===== src/rtl/core/pmfa_pkg.sv =====
// Package for the page map frame allocator: sizes, codes, types and helpers.
// Used by every module of the block except pmfa_ram; depends on nothing.
package pmfa_pkg;

  // Table sizes.
  localparam int PAIR_TABLE_DEPTH = 256;
  localparam int TASK_SLOTS       = 256;

  // Field widths.
  localparam int TASK_ID_W  = 8;
  localparam int ADDR_W     = 48;
  localparam int SIZE_W     = 16;
  localparam int SHIFT_W    = 5;
  localparam int FRAME_W    = 25;
  localparam int CNT_W      = 32;
  localparam int STATUS_W   = 2;
  localparam int CFG_IDX_W  = 2;
  localparam int CFG_DATA_W = 48;

  // Size units.
  localparam int KB_SHIFT = 10;
  localparam int MB_SHIFT = 20;
  localparam int BYTES_W  = SIZE_W + MB_SHIFT;

  // Derived sizes for the pair table.
  localparam int PAIR_W     = TASK_ID_W + ADDR_W;
  localparam int PAIR_IDX_W = $clog2(PAIR_TABLE_DEPTH);
  localparam int PAIR_CNT_W = $clog2(PAIR_TABLE_DEPTH + 1);

  // Only task ids below 2^TASK_ID_W exist, so at most that many slots are used.
  localparam int TASK_ID_RANGE  = 1 << TASK_ID_W;
  localparam int TASK_MEM_DEPTH = (TASK_SLOTS < TASK_ID_RANGE) ? TASK_SLOTS : TASK_ID_RANGE;
  localparam int TASK_IDX_W     = $clog2(TASK_MEM_DEPTH);

  // Reset values of the configuration registers.
  localparam logic [SHIFT_W-1:0] PAGE_SHIFT_RST   = SHIFT_W'(KB_SHIFT);
  localparam logic [FRAME_W-1:0] TOTAL_FRAMES_RST = FRAME_W'(16777216);

  // Result status codes.
  typedef enum logic [STATUS_W-1:0] {
    STATUS_MISS = 2'd0,
    STATUS_HIT  = 2'd1,
    STATUS_OOM  = 2'd2,
    STATUS_FULL = 2'd3
  } status_t;

  // Configuration register indexes.
  typedef enum logic [CFG_IDX_W-1:0] {
    CFG_MEMORY_BASE  = 2'd0,
    CFG_PAGE_SHIFT   = 2'd1,
    CFG_TOTAL_FRAMES = 2'd2
  } cfg_idx_t;

  // Controller states.
  typedef enum logic [1:0] {
    ST_IDLE,
    ST_SEARCH,
    ST_CALC,
    ST_COMMIT
  } state_t;

  // Commands from the controller to the datapath.
  typedef struct packed {
    logic load;
    logic scan;
    logic calc;
    logic commit;
  } ctrl_cmd_t;

  // Status from the datapath to the controller.
  typedef struct packed {
    logic scan_done;
    logic out_free;
  } dp_status_t;

  // Task id modulo the slot count, by restoring subtraction over the id bits.
  function automatic logic [TASK_IDX_W-1:0] task_slot(input logic [TASK_ID_W-1:0] id);
    int rem;
    int k;
    rem = int'(id);
    for (k = TASK_ID_W - 1; k >= 0; k--) begin
      if (rem >= (TASK_MEM_DEPTH << k)) begin
        rem = rem - (TASK_MEM_DEPTH << k);
      end
    end
    return TASK_IDX_W'(rem);
  endfunction

endpackage


===== src/rtl/core/pmfa_ctrl.sv =====
// Controller state machine for the page map frame allocator.
// Depends on pmfa_pkg for the state, command and status types.
module pmfa_ctrl (
  input  logic                   clk,
  input  logic                   rst_n,
  input  logic                   in_valid,
  output logic                   in_ready,
  input  pmfa_pkg::dp_status_t   sts,
  output pmfa_pkg::ctrl_cmd_t    cmd
);
  import pmfa_pkg::*;

  state_t state_r;
  state_t state_nxt;

  // State register.
  always_ff @(posedge clk) begin
    if (!rst_n) begin
      state_r <= ST_IDLE;
    end else begin
      state_r <= state_nxt;
    end
  end

  // Next-state logic.
  always_comb begin
    state_nxt = state_r;
    unique case (state_r)
      ST_IDLE: begin
        if (in_valid) begin
          state_nxt = ST_SEARCH;
        end
      end
      ST_SEARCH: begin
        if (sts.scan_done) begin
          state_nxt = ST_CALC;
        end
      end
      ST_CALC: begin
        state_nxt = ST_COMMIT;
      end
      ST_COMMIT: begin
        if (sts.out_free) begin
          state_nxt = ST_IDLE;
        end
      end
      default: begin
        state_nxt = ST_IDLE;
      end
    endcase
  end

  // Output logic.
  always_comb begin
    cmd      = '0;
    in_ready = 1'b0;
    unique case (state_r)
      ST_IDLE: begin
        in_ready = 1'b1;
        cmd.load = in_valid;
      end
      ST_SEARCH: begin
        cmd.scan = 1'b1;
      end
      ST_CALC: begin
        cmd.calc = 1'b1;
      end
      ST_COMMIT: begin
        cmd.commit = sts.out_free;
      end
      default: begin
        cmd = '0;
      end
    endcase
  end

endmodule


===== config.mk =====
export PLATFORM = sky130hd
export DESIGN_NAME = pmfa_ctrl
export DESIGN_NICKNAME = d
export VERILOG_FILES = /design/src/rtl/core/pmfa_pkg.sv /design/src/rtl/core/pmfa_ctrl.sv
export SDC_FILE = /design/constraint.sdc
export NUM_CORES = 1
export LEC_CHECK = 0
export BUFFER_PORTS_ARGS = -buffer_cell sky130_fd_sc_hd__clkbuf_2
export CAP_MARGIN = 20
export CORE_AREA = 5 5 42 44
export CTS_BUF_LIST = sky130_fd_sc_hd__clkbuf_16
export DETAILED_ROUTE_END_ITERATION = 8
export DIE_AREA = 0 0 47 49
export HOLD_SLACK_MARGIN = 0.1
export PLACE_DENSITY = 0.31
export SLEW_MARGIN = 10
export SYNTH_ARGS = -nofsm -noshare
export SYNTH_HDL_FRONTEND = slang
export SYNTH_SLANG_ARGS = --single-unit

===== constraint.sdc =====
create_clock -name clk -period 2.2 [get_ports clk]
set_clock_uncertainty 0.2 [all_clocks]
set_input_delay 0.11 -clock clk [delete_from_list [all_inputs] [get_ports clk]]
set_output_delay 0.11 -clock clk [all_outputs]
set_load 0.01 [all_outputs]

==> metrics.md <==
| Metric | Value |
|---|---|
| LEAKAGE | `0.000175 uW` |
| Max-slew headroom | `between 60% and 70%` |
| Max reg flops | `2` |
| I/O pin cnt | `10` |
| Top cells by area, synth | `ha_1 (30%), dfxtp_1 (24%), mux2i_1 (12%)` |
| CTS H-tree lvls | `1` |
| Nets | `44` |
| Mapped Cells | `20` |
| Number of max-cap violations | `0` |
| Comb pwr share | `33.0%` |
| First-pass GRT wire length | `772 um` |
| Final TNS setup | `0 ns` |
| Gr usage total | `4.92%` |
| Cts repair resizes | `0` |
| Total CTS buffers | `3` |
| CTS clk-pin slew, worst paths | `about 0.030 ns` |
| WS Path Type | `reg2reg` |
| Final Cycle Share | `between 70% and 80%` |
| Vias per cell | `between 3 and 4` |
| Asr flop ratio synth | `0%` |
| Initial antenna violation count | `0` |
| Fin cells | `between 40 and 50` |
| Initial Util | `12.1%` |
| Hold-fix buffers at CTS | `1` |
| WL per Instance | `9.45 um` |
| RSZ-0062 raised after global routing | `no` |
| EDFF count, synth | `0` |
| Pin count of the biggest net entering global routing | `5` |
| Worst R2R Start | `state_r[0]` |
| Worst Path Max Fanout | `4` |
| Worst flop-to-flop path endpoint | `state_r[0]` |
| Die Span Y | `49 um` |
| Initial DRC Count | `2` |
| Layout cells sized above 1 | `39.4%` |
| Rows | `14` |
| Class of the worst hold path | `in2reg` |
| Count leader, synth | `inv_1` |
| Post-Syn Area | `169 um^2` |
| Largest area contributor in the netlist | `ha_1` |
| RePlAce Congestion | `0.729` |
| Pins over their slew limit | `0` |
| Worst setup margin | `0.570 ns` |
| Syn. warnings | `0` |
| Post-synth top cells | `inv_1 (5), ha_1 (4), nand2_1 (3)` |
| Biggest register | `state_r` |
| Number of diodes | `0` |
| Top cell type's share of synthesized area | `a little under 30%` |
| Net Sw Frac | `a little under 30%` |
| CP arrival | `around 1.6 ns` |
| Syn nets | `29` |
| Routed Antenna Nets | `0` |
| Hold Violations, Final | `0` |
| Synthesized area per cell | `8.45 um^2` |
| FF-to-FF setup slack | `0.57 ns` |
| Placeable Area | `0.00140 mm^2` |
| Min-Delay Endpoint | `state_r[1]` |
| Post-synth cell types | `9` |
| Int Power | `362 uW` |
| HPWL after DPL | `352 um` |
| Placed Cells | `45` |
| Post-CTS setup buffer count | `0` |
| I/O Buffers | `9` |
| Outcome | `complete, no violations` |
| Final setup fails | `0` |
| Clock root buffer | `clkbuf_16` |
| Path depth of the worst reg2reg path | `4` |
| Yosys reg bits | `2` |
| Net Sw Power | `149 uW` |
| CTS max path bufs | `2` |
| Fillcell total | `167` |
| CTS tree | `built` |
| Worst Hold Depth | `4` |
| Ys flop type | `dfxtp_1` |
| Layout area overhead | `88.9%` |
| Seq/Total Area, Yosys | `23.7%` |
| Final min period | `between 1.5 and 2 ns` |
| Pre-antenna DRT Iters | `4` |
| Sequential Power Share | `13.9%` |
| Die Footprint | `~0.0023 mm^2` |
| Combined area of the multi-input logic cells | `110 um^2` |
| Largest regs | `state_r: 2 flops` |
| Die Width | `47 um` |
| DR DRC count | `0` |
| Req. time, crit path | `around 2.1 ns` |
| Pre-CTS setup slack | `roughly 0.55 ns` |
| GRT overflow | `0` |
| Clock Latency Late Sink | `0.22 ns` |
| Power Density | `~1600 mW/mm^2` |
| Fmax | `0.614 GHz` |
| Sequential Area | `40.0 um^2` |
| Vias in the first global route | `203` |
| CP Launch Type | `register` |
| Worst vdd ir | `approximately 500 uV` |
| Post-Route Utilization | `22.8%` |
| Drt total wl | `463 um` |
| Worst Tran Pin Value | `0.470 ns` |
| Clock sinks | `2` |
| CP Capture Type | `register` |
| Vias | `175` |
| Clock Power Share | `between 50% and 60%` |
| Hold path startpoint | `in_valid` |
==> cell families (layout without fill, tap and decap cells) <==
family | count (synthesis) | count (layout) | share of synthesized area, %
adders and majority gates | 4 | 4 | 29.6
muxes | 2 | 2 | 11.9
AOI/OAI and AO/OA | 2 | 2 | 8.89
DFF | 2 | 2 | 23.7
and+or+nand+nor | 5 | 5 | 14.8
buffers and inverters | 5 | 18 | 11.1
==> worst max-delay path, cell delays in order (launching register included) <==
cell	delay, ns
dfxtp_1	0.37
inv_1	0.08
ha_1	0.25
a222oi_1	0.42
mux2i_1	0.24
==> how the worst max path moves through the flow <==
stage / to / startpoint / cells after the start
after floorplan: state_r[0] / state_r[1] / 4
after global placement: state_r[1] / state_r[1] / 4
after detailed placement: state_r[0] / state_r[0] / 4
after CTS: state_r[0] / state_r[0] / 4
after global routing: state_r[0] / state_r[0] / 4
final: state_r[0] / state_r[0] / 4
==> power by group through the flow <==
stage	logic, uW	clock network, uW	registers [uW]
2_1_floorplan	113	0	66.8
3_3_place_gp	168	0	72.5
3_5_place_dp	167	0	72.7
4_1_cts	173	276	72.1
5_1_grt	196	280	75.4
6_report	168	271	70.9
==> metrics by stage <==
stage | cell area (um^2) | hold slack (ns) | power (uW)
after global routing | 319 | 0.140 | 552
final | 319 | 0.105 | 510
after CTS | 319 | 0.111 | 521
after global placement | 234 | 0.197 | 240
after floorplan | 169 | 0.0563 | 180
after detailed placement | 234 | 0.212 | 239
==> cell type report <==
| type | count | area share (%) |
|---|---|---|
| flip-flops and latches | 2 | 12.5 |
| repair buffers | 10 | 17.3 |
| clock buffers | 3 | 23.5 |
| multi-input cells | 13 | 34.5 |
| well taps | 16 | 6.27 |
| inverters | 5 | 5.88 |
==> cell usage in the layout, fill, tap and decap left out <==
master         count
and2_1             1
dfxtp_1            2
clkbuf_16          3
nand2_1            3
clkbuf_2           9
a222oi_1           1
mux2i_1            2
and2_2             1
ha_1               4
dlygate4sd3_1      1
inv_1              5
o21ai_0            1
==> metal layers <==
metal / vias to the layer above / wire length [um] / track usage (%)
met1: 76 / 204 / 5.47
met2: 10 / 180 / 6.11
met4: 0 / 0 / 5.53
met3: 0 / 77 / 2.21
met5: - / 0 / 0
li1: 89 / - / -
(Power assumes the default switching activity.)
